**config.mk**
```make
export PLATFORM = sky130hd
export DESIGN_NAME = cbt_ram
export DESIGN_NICKNAME = d
export VERILOG_FILES = /design/src/cbt_ram.sv
export SDC_FILE = /design/constraint.sdc
export NUM_CORES = 1
export LEC_CHECK = 0
export ABC_AREA = 1
export CORE_MARGIN = 3
export CORE_UTILIZATION = 40
export CTS_CLUSTER_SIZE = 30
export DETAILED_ROUTE_END_ITERATION = 8
export DONT_BUFFER_PORTS = 1
export GPL_ROUTABILITY_DRIVEN = 0
export PLACE_DENSITY = 0.59
export SLEW_MARGIN = 20
export SYNTH_ARGS = -nofsm -noshare
export SYNTH_HDL_FRONTEND = slang
export SYNTH_SLANG_ARGS = --single-unit
export TNS_END_PERCENT = 1
```
**constraint.sdc**
```tcl
create_clock -name clk -period 3 [get_ports clk]
set_input_delay 0.15 -clock clk [delete_from_list [all_inputs] [get_ports clk]]
set_output_delay 0.15 -clock clk [all_outputs]
set_load 0.05 [all_outputs]
```
**src/cbt_ram.sv**
```systemverilog
// generic simple dual port ram, one write and one registered read per cycle
// no dependencies
module cbt_ram #(
  parameter int WIDTH = 16,
  parameter int DEPTH = 32,
  parameter int AW    = (DEPTH > 1) ? $clog2(DEPTH) : 1
) (
  input  logic             clk,
  input  logic             we,
  input  logic [AW-1:0]    waddr,
  input  logic [WIDTH-1:0] wdata,
  input  logic [AW-1:0]    raddr,
  output logic [WIDTH-1:0] rdata
);

  logic [WIDTH-1:0] mem [DEPTH];

  always_ff @(posedge clk) begin
    if (we) begin
      mem[waddr] <= wdata;
    end
    rdata <= mem[raddr];
  end

endmodule

```
# --- After elaboration in Yosys (flattened, before gate mapping) ---
# Memories as Yosys holds them, arrays and structs flattened. A register that Yosys moved wholly into a read port is not among the register bits.
# Cells that the tools add are included.
totals:
  regBits: 0
  ram_bits: 512
  inputBits: 28
  out_inout_bits: 16
  mem_count: 1
mem_list:
  columns: ["memory", "words", "width", "read_ports", "rd_ports_with_merged_regs", "write_ports", "line_no", "rtl"]
  rows:
  - ["mem", 32, 16, 1, 1, 1, "16", "logic [WIDTH-1:0] mem [DEPTH];"]
op_classes:
  muxes: 2
ops:
  columns: ["op", "n"]
  rows:
  - ["two-way mux 1 bit", 2]

# --- Longest topological paths before layout ---
depth:
  depth_word: 2
  depth_mapped: 12

# --- Least setup slack after synthesis ---
# No wires, ideal clock.
synth_timing:
  kind: "in2reg"
  startpoint: "input port waddr[0]"
  endpoint: "memory mem[0][0], enable pin"
  t_arrival_ps: 1144
  t_required_ps: 2612
  slack_ps: 1467
  stages: 3
  n_path_buf: 0
  path_cell_list: "inv_1 nand3_1 nor2_1"
synth_lines:
  columns: ["element", "line_no", "rtl"]
  rows:
  - ["start: declaration", "10", "input logic [AW-1:0] waddr,"]
  - ["end: declaration", "16", null]
# No word-level cell before the write port.

==> summary.txt <==
Run
  – Max-cap violations: 0

Place
  – Detailed Place HPWL: 28800 um
  – Placement Cell Area: ~22000 sq um
  – Number of buffers added on ports: 0
  – Pre-CTS setup slack: 1.13 ns
  – Placed Instances: 2413

GRT
  – Grt total ovfl: 0
  – Largest net degree at the start of global routing: 258
  – First-pass GRT wire length: between 80000 and 90000 um
  – Initial antenna violation count: 4
  – Total track usage: 20.2%
  – Vias in the first global route: between 10000 and 15000

Detailed routing
  – Via count: 13700
  – Post-route ant nets: 0
  – Drt pass-1 iters: 5
  – Drt total wl: 57400 um
  – Drc violations: 0
  – Post-DR vias/cell: ~5.4
  – WL/cell: 22.4 um
  – Initial DRC count: 1576

Die
  – Rows: 83
  – Ports: 44
  – Initial Util: 40.9%
  – Core ar.: 52000 sq um
  – Die Y-Extent: 237 um
  – Die ar.: approximately 56000 sq um
  – Die X: 237 um

Timing
  – Max Clk Rate: 406 MHz
  – Fin crit share: 82.2%
  – Final Slew Violations: 0
  – Clk_skew: 0.0229 ns
  – TNS Setup: 0 ns
  – Slack of the critical path: 0.535 ns
  – Relative slew slack: a little over a quarter
  – Least-Margin Pin Slew: ~1.1 ns
  – Setup-failing EPs final: 0
  – RSZ-0062 raised after global routing: false
  – Final Hold Fails: 0
  – Tmin final: 2.46 ns

Logic synthesis
  – Seq/Total Area, Yosys: 73.7%
  – Syn Nets: about 1800
  – FF+latch count, synth: 528
  – Unique masters post-synth: 15
  – Post-synth design cell area: 21300 sq um
  – Cells after Synth: approximately 1800
  – Avg Cell Area, Syn: 11.9 sq um
  – Synth warnings: 0

Layout
  – Fin area: about 24000 sq um
  – Final #Nets: around 1900
  – Layout cells sized above 1: 7.40%
  – Fin cells: 2559
  – Area grow syn2layout: 13.0%

Power
  – Sequential Power Share: approximately 54%
  – Leakage: 8.79 nW
  – Pwr dens: 644 nW/um^2
  – Peak VDD IR: between 400 and 500 uV
  – Clock share of power: approximately two fifths
  – Switch Pwr: 3.48 mW
  – Switching Share: between 20 and 25%
  – Combinational power share: under 10%
  – Int Pwr: roughly 12 mW

Clock tree
  – Post_cts resized: 0
  – CTS tree: done
  – CTS buffer count: 52
  – CTS root buf: clkbuf_16
  – H-Tree Level Count: 2
  – Sinks on Clock Net: 528
  – Post-CTS setup repair buffer count: 0
  – Bufs on Longest Clock Path: 3
  – CTS clk-pin slew, worst paths: roughly 0.060 ns
  – Worst skew pair latency: 0.61 ns
  – Post-CTS Hold Buffers: 47

Status
  – Outcome: complete, no violations

Worst setup path
  – CP max FO: 47
  – CP endpoint kind: register
  – WS Path Type: input port to register
  – Crit path launch type: input port
  – Worst path required time: about 3.5 ns
  – Crit path DAT: 3.01 ns

Worst hold path
  – Hold Path Class: input port to register
cell usage in the layout (no fill, tap or decap), drive strengths merged:
cell type and instances:
nand2 720, edfxtp 512, nand3 396, clkbuf 75
buf 64, nor2 32, dlygate4sd3 30, clkinv 19
dfxtp 16, inv 12, bufinv 2, diode 1
registers in the layout, indices dropped and copies added (netlist names):
register and cells:
mem 512, rdata 16
power groups by stage:
stage / Combinational (mW) / Clock [mW] / Sequential, mW
after detailed placement: 0.633 / 0 / 8.50
after CTS: 0.884 / 6.39 / 8.34
final: 0.882 / 6.28 / 8.33
after global routing: 0.974 / 6.68 / 8.34
after global placement: 0.629 / 0 / 8.49
after floorplan: 0.570 / 0 / 8.47
layer usage:
layer  global-route usage, %  up-vias  part of all wire (%)
met5                       0        -                 0.056
met4                    6.49        4                   3.1
met3                    4.74      105                   8.6
met2                    31.1      505                    45
met1                    28.5     6795                    43
li1                        -     6329                     -
final timing paths:
kind	to	slack [ns]	startpoint	cells after the start
setup / recovery	rdata[0]	0.54	raddr[2]	9
hold / removal	rdata[9]	0.02	raddr[2]	6
setup reg to reg	rdata[3]	0.74	mem[21][3]	10
hold reg to reg	rdata[10]	0.77	mem[10][10]	8
cell families (layout without fill, tap and decap cells):
family | Yosys count | in the layout | synth area share (%)
flip-flops | 528 | 528 | 73.7
other | 0 | 1 | 0
buffers and inverters | 118 | 202 | 3.77
AND/OR/NAND/NOR | 1148 | 1148 | 22.6
through the flow:
step / util [%] / hold WS [ns] / power (mW)
4_1_cts: 46.2 / 0.0000241 / 15.6
2_1_floorplan: - / 0.249 / 9.04
6_report: 46.2 / 0.0199 / 15.5
5_1_grt: 46.2 / 0.0271 / 16.0
3_3_place_gp: 41.9 / 0.252 / 9.12
3_5_place_dp: 41.9 / 0.251 / 9.13
cell usage after synthesis:
| cell | n | area share, % |
|---|---|---|
| edfxtp_1 | 512 | 72 |
| clkbuf_1 | 19 | 0.33 |
| nand3_1 | 396 | 9.3 |
| buf_8 | 1 | 0.070 |
| buf_12 | 1 | 0.094 |
| nor2_1 | 32 | 0.56 |
| dfxtp_1 | 16 | 1.5 |
| buf_6 | 24 | 1.3 |
| buf_1 | 2 | 0.035 |
| buf_4 | 28 | 0.99 |
| buf_2 | 33 | 0.78 |
| inv_2 | 1 | 0.018 |
| inv_1 | 8 | 0.14 |
| nand2_1 | 720 | 13 |
| inv_6 | 1 | 0.041 |
cell type report:
cell class | count | area, sq um
Inverter | 10 | 45.0
Clock buffer | 75 | 1460
Timing Repair Buffer | 94 | 1040
Tap cell | 680 | 851
Clock inverter | 23 | 161
Antenna cell | 1 | 2.50
Fill cell | 4704 | 28000
Multi-Input combinational cell | 1148 | 4800
Sequential cell | 528 | 15700
worst max-delay path: stages:
cell,delay (ns)
dlygate4sd3_1,1.26
nand3_1,0.14
dlygate4sd3_1,0.60
nand2_1,0.07
dlygate4sd3_1,0.54
nand2_1,0.05
nand2_1,0.06
nand2_1,0.05
nand2_1,0.09
Note: power is estimated with default switching activity, not from simulation.
