==> src/cbt_pkg.sv <==
// conv5x5 bias tanh layer: shared types, sizes and the tanh table
// no dependencies
package cbt_pkg;

  localparam int KERNELS_DEF   = 6;
  localparam int KSIZE_DEF     = 5;
  localparam int OUT_SIZE_DEF  = 28;
  localparam int IMG_WIDTH_DEF = 32;

  localparam int DATA_W = 16;
  localparam int PROD_W = 2 * DATA_W;
  localparam int FRAC_W = 12;

  typedef enum logic [1:0] {
    KIND_WEIGHT = 2'd0,
    KIND_BIAS   = 2'd1,
    KIND_PIXEL  = 2'd2,
    KIND_NONE   = 2'd3
  } kind_t;

  typedef struct packed {
    logic [1:0]               kind;
    logic [2:0]               kernel_index;
    logic [4:0]               tap_index;
    logic signed [DATA_W-1:0] value;
  } in_item_t;

  typedef struct packed {
    logic [2:0]               out_kernel;
    logic [4:0]               out_row;
    logic [4:0]               out_col;
    logic signed [DATA_W-1:0] activation;
    logic                     last;
  } out_item_t;

  typedef struct packed {
    logic clear;
    logic op_valid;
  } mac_ctl_t;

  // tanh at segment midpoints 1/16, 3/16 ... 63/16 in q2.14
  localparam logic [14:0] TANH_POS [32] = '{
    15'd1023,  15'd3036,  15'd4960,  15'd6743,  15'd8353,  15'd9771,  15'd10993, 15'd12027,
    15'd12888, 15'd13595, 15'd14171, 15'd14634, 15'd15005, 15'd15300, 15'd15533, 15'd15718,
    15'd15863, 15'd15977, 15'd16066, 15'd16136, 15'd16190, 15'd16233, 15'd16266, 15'd16292,
    15'd16312, 15'd16328, 15'd16341, 15'd16350, 15'd16358, 15'd16363, 15'd16368, 15'd16372
  };

  function automatic logic signed [DATA_W-1:0] tanh_lookup(input logic [5:0] idx);
    logic [DATA_W-1:0] mag;
    begin
      if (idx[5]) begin
        mag = DATA_W'(TANH_POS[idx[4:0]]);
        tanh_lookup = $signed(mag);
      end else begin
        mag = DATA_W'(TANH_POS[~idx[4:0]]);
        tanh_lookup = -$signed(mag);
      end
    end
  endfunction

endpackage

==> src/cbt_mac.sv <==
// shared multiply-accumulate unit: registered product, then accumulate
// depends on cbt_pkg
module cbt_mac #(
  parameter int ACC_W = 40
) (
  input  logic                             clk,
  input  logic                             rst,
  input  cbt_pkg::mac_ctl_t                ctl,
  input  logic signed [cbt_pkg::DATA_W-1:0] a,
  input  logic signed [cbt_pkg::DATA_W-1:0] b,
  output logic signed [ACC_W-1:0]          acc
);
  import cbt_pkg::*;

  logic signed [PROD_W-1:0] prod;
  logic                     prod_valid;

  always_ff @(posedge clk) begin
    if (rst) begin
      prod_valid <= 1'b0;
    end else begin
      prod_valid <= ctl.op_valid;
    end
    prod <= a * b;
    if (ctl.clear) begin
      acc <= '0;
    end else if (prod_valid) begin
      acc <= acc + ACC_W'(prod);
    end
  end

endmodule

==> config.mk <==
export PLATFORM = sky130hd
export DESIGN_NAME = cbt_mac
export DESIGN_NICKNAME = d
export VERILOG_FILES = /design/src/cbt_pkg.sv /design/src/cbt_mac.sv
export SDC_FILE = /design/constraint.sdc
export NUM_CORES = 1
export LEC_CHECK = 0
export BUFFER_PORTS_ARGS = -buffer_cell sky130_fd_sc_hd__clkbuf_2
export CORE_ASPECT_RATIO = 1.5
export CORE_MARGIN = 2
export CORE_UTILIZATION = 30
export DETAILED_ROUTE_END_ITERATION = 10
export SLEW_MARGIN = 20
export SYNTH_ARGS = -nofsm -noshare
export SYNTH_HDL_FRONTEND = slang
export SYNTH_SLANG_ARGS = --single-unit
==> constraint.sdc <==
create_clock -name clk -period 9.8 [get_ports clk]
set_input_delay 1.96 -clock clk [delete_from_list [all_inputs] [get_ports clk]]
set_output_delay 1.96 -clock clk [all_outputs]
set_load 0.005 [all_outputs]
* Yosys cells after proc, flatten, opt, wreduce, memory -nomap -nowiden
Cells that the tools add are included.
** Word-level totals
- Register bits :: 73
- Output and inout port bits :: 40
- Input port bits :: 36
- Logic and storage cells :: 5
** Operators by class
- Add/subtract/negate cells :: 1
- Multipliers :: 1
** Operators by type and width (number)
- $add 40x32->40 :: 1
- $mul 16x16->32 :: 1

* Logic depth before layout (Yosys ltp)
- Depth in word-level cells :: 1
- Depth in mapped cells :: 23
- Depth with buffers taken out :: 22

* Worst setup path after synthesis
OpenSTA, ideal clock, no wires.
- Path kind :: input to register
- Start point :: in a[15] (netlist bit)
- End point :: reg prod[31]
- Slack :: 2270 ps
- Buffers on the path :: 2
- Required time :: 9728 ps
- Library setup time :: 72 ps
- Stages :: 21
- Data arrival time :: 7458 ps
- Path through :: clkbuf_1 -> nand2_1 -> inv_1 -> fa_1 -> fa_1 -> fa_1 -> fa_1 -> fa_1 -> inv_1 -> fa_1 -> inv_1 -> ha_1 -> clkbuf_1 -> nand4_1 -> nor2_1 -> a221o_1 -> a32o_1 -> a211oi_2 -> o31ai_1 -> a21oi_1 -> xnor2_1
** On the way
- Cells in the longest elaborated chain, start to end :: 1
** RTL lines
- start, declared :: RTL line cbt_mac.sv:9 : input logic signed [cbt_pkg::DATA_W-1:0] a,
- $mul 16x16->32 :: RTL line cbt_mac.sv:24 : prod <= a * b;
- end signal, assigned :: RTL line cbt_mac.sv:24
- end, declared :: RTL line cbt_mac.sv:15 : logic signed [PROD_W-1:0] prod;
No other way between the ends.
A chain may end at the register's enable or synchronous reset.

* Worst setup path in the final report
- Start point :: in b[1] (netlist bit)
- End point :: reg prod[31]
** On the way
- Cells in the longest elaborated chain, start to end :: 1
** RTL lines
- start, declared :: RTL line cbt_mac.sv:10 : input logic signed [cbt_pkg::DATA_W-1:0] b,
- $mul 16x16->32 :: RTL line cbt_mac.sv:24
No other way between the ends.

==> run metrics <==
GRT Util Overall 15.6%; crit-path cells clkbuf_2, nand2_1, inv_1, fa_1, fa_1, fa_1, fa_1, fa_1, inv_1, fa_1, inv_1, ha_1, nand4_1, nor2_1, a221o_1, a32o_1, a211oi_2, o31ai_1, a21oi_1, xnor2_1; Overflow after GRT 0; CORE AREA 0.0466 mm2; port bufs 75; Fin. Hold Viols 0; Die Wd 181 um; asr flop ratio synth 0%; final WL 36.1 mm; largest net degree at the start of global routing 60; RR Endpoint acc[36]; Worst Setup SP b[1]; Worst R2R Setup Slack ~6700 ps; Avg Cell Area, Syn just over 9 um2; post-CTS resize count 0; Worst path most repeated cell fa_1; Ports 76; Post-DP HPWL 29.5 mm; Final #Nets 2004; Max stage delay on crit path between 800 and 900 ps; Vias/cell 4.84; outcome completed; Vias 10.6k; CTS Buf Count 9; most numerous cell in the Yosys netlist inv_1; Slew HR 51.4%; Worst-Margin Slew 729 ps; worst-path fanout max 16; Clock Latency Late Sink 350 ps; Slew Viols, Final 0; postcts setup bufs 0; WL/cell 16.5 um; R2R cell count 12; Die Area 0.0488 mm2; CP Launch Type input pin; Worst Setup End Kind flip-flop; Setup-failing EPs final 0; Post-synth EDFFs 0; DR pass1 iterations 5; placed cell area approximately 0.015 mm2; clock transition at the registers of the reported paths 60 ps; routability cong. around 0.9; CP max-delay cell fa_1; syn_nets 1970; DR DRC count 0; post-synth cell types 70; synth cell count leaders inv_1 (297), fa_1 (263), nand2_1 (146); final instance area 0.0153 mm2; cell count after synthesis 1550; number of fillers in the final layout 4871; Yosys reg bits 73; FMAX 132 MHz; Clock Path Buffers 2; CTS root buf clkbuf_16; Starting Density 30.3%; clock sinks 73; worst path required time 10020 ps; H-tree levels 3; global-route wire length before repair roughly 60 mm; clk_skew 7.28 ps; worst setup path class in2reg; Synth top area share between 30% and 40%; yosys warns 0; end of the critical path prod[31]; Layout area overhead 8.75%; TNS Setup 0 ps; Mapped Area 0.0141 mm2; RSZ-0062 raised after global routing false; Yosys top cell by area fa_1; Seq/Total Area, Yosys 10.4%; Synth area leaders fa_1 (37%), ha_1 (11%), dfxtp_1 (10%); initial DRC count 392; max_cap viols 0; hold_buf cts 0; antenna violations before repair 0; Crit path arrival time 7820 ps; fin crit share 77.5%; commonest register cell after synthesis dfxtp_1; share of post-route cells with drive strength above 1 7.11%; die height around 270 um; min Tclk post-route roughly 7600 ps; CTS tree done; HP Class reg2reg; row cnt 97; worst r2r src acc[0]; Post-DRT Antenna Nets 0; n_diodes 0; vias in the first global route 11.8k
-- sequential cells by signal, indices dropped and copies added (netlist names) --
name        cells
prod_valid      1
prod           32
acc            40
-- logic make-up (layout without fill, tap and decap cells) --
| family | Yosys count | in the layout | share of synthesized area, % |
|---|---|---|---|
| xor+xnor | 64 | 64 | 3.97 |
| fa+ha+maj | 384 | 384 | 48.1 |
| mux | 27 | 27 | 1.93 |
| compound gates | 212 | 212 | 10.6 |
| simple gates | 439 | 439 | 15.7 |
| flops | 73 | 73 | 10.4 |
| buf+inv | 351 | 390 | 9.38 |
-- how the worst min path moves through the flow --
stage | start | end | slack, ps | cells after the start
after floorplan | acc[31] | acc[31] | 480 | 2
after global placement | acc[31] | acc[31] | 490 | 2
after detailed placement | acc[31] | acc[31] | 490 | 2
after CTS | acc[31] | acc[31] | 500 | 2
after global routing | acc[31] | acc[31] | 530 | 2
final | acc[31] | acc[31] | 500 | 2
-- layer usage --
metal	wire length [um]	vias up	GRT usage [%]
met5	0	-	0
met4	2470	0	9.61
met3	833	91	1.39
met2	20500	195	31.2
met1	12300	5350	15.1
li1	-	4934	-
-- worst max-delay path: cells and delay by family --
| family | cells | cell delay, ps |
|---|---|---|
| fa+ha+maj | 7 | 3850 |
| compound gates | 5 | 1050 |
| buf+inv | 4 | 450 |
| simple gates | 3 | 420 |
| xor+xnor | 1 | 70 |
-- cells in the final DEF, fill, tap and decap left out, types with 6 or more instances in the layout --
cell,netlist,layout
nor2_1,70,70
nand2_1,146,146
nor2b_1,8,8
nand3_1,22,22
and3_1,8,8
o211ai_1,6,6
nor3_1,8,8
clkbuf_2,2,75
o21ai_0,25,25
clkbuf_16,0,9
o22ai_1,6,6
mux2i_1,25,25
xor2_1,17,17
and2_1,129,129
dfxtp_1,73,72
xnor2_1,47,47
ha_1,121,121
a31oi_1,6,6
o21bai_1,6,6
inv_1,297,297
a211o_1,6,6
fa_1,263,263
nand2b_1,17,17
a21o_1,40,40
nor3b_1,8,8
a21oi_1,59,59
o21a_1,8,8
a211oi_1,6,6
-- stage by stage --
| step | setup slack [ps] | std cells | hold slack, ps | util [%] |
|---|---|---|---|---|
| finish | 2200 | 2183 | 500 | 32.9 |
| global route | 1900 | 2183 | 534 | 32.9 |
| CTS | 2200 | 2183 | 504 | 32.9 |
| detailed placement | 1840 | 2167 | 493 | 32.3 |
| global placement | 1860 | 2167 | 493 | 32.3 |
| floorplan | 2270 | 1550 | 479 | - |
-- final cells by class --
class	count	area (um2)	share of cell area [%]
clock inverter	7	83.8	0.546
clock buffer	9	225	1.47
timing repair buffer	77	390	2.54
sequential	73	1460	9.53
multi-input combinational	1126	11300	73.8
inverter	297	1110	7.27
tap	594	743	4.84
Power is not shown: default switching activity piles up to over one toggle a cycle in this logic, so the estimate is an artifact.
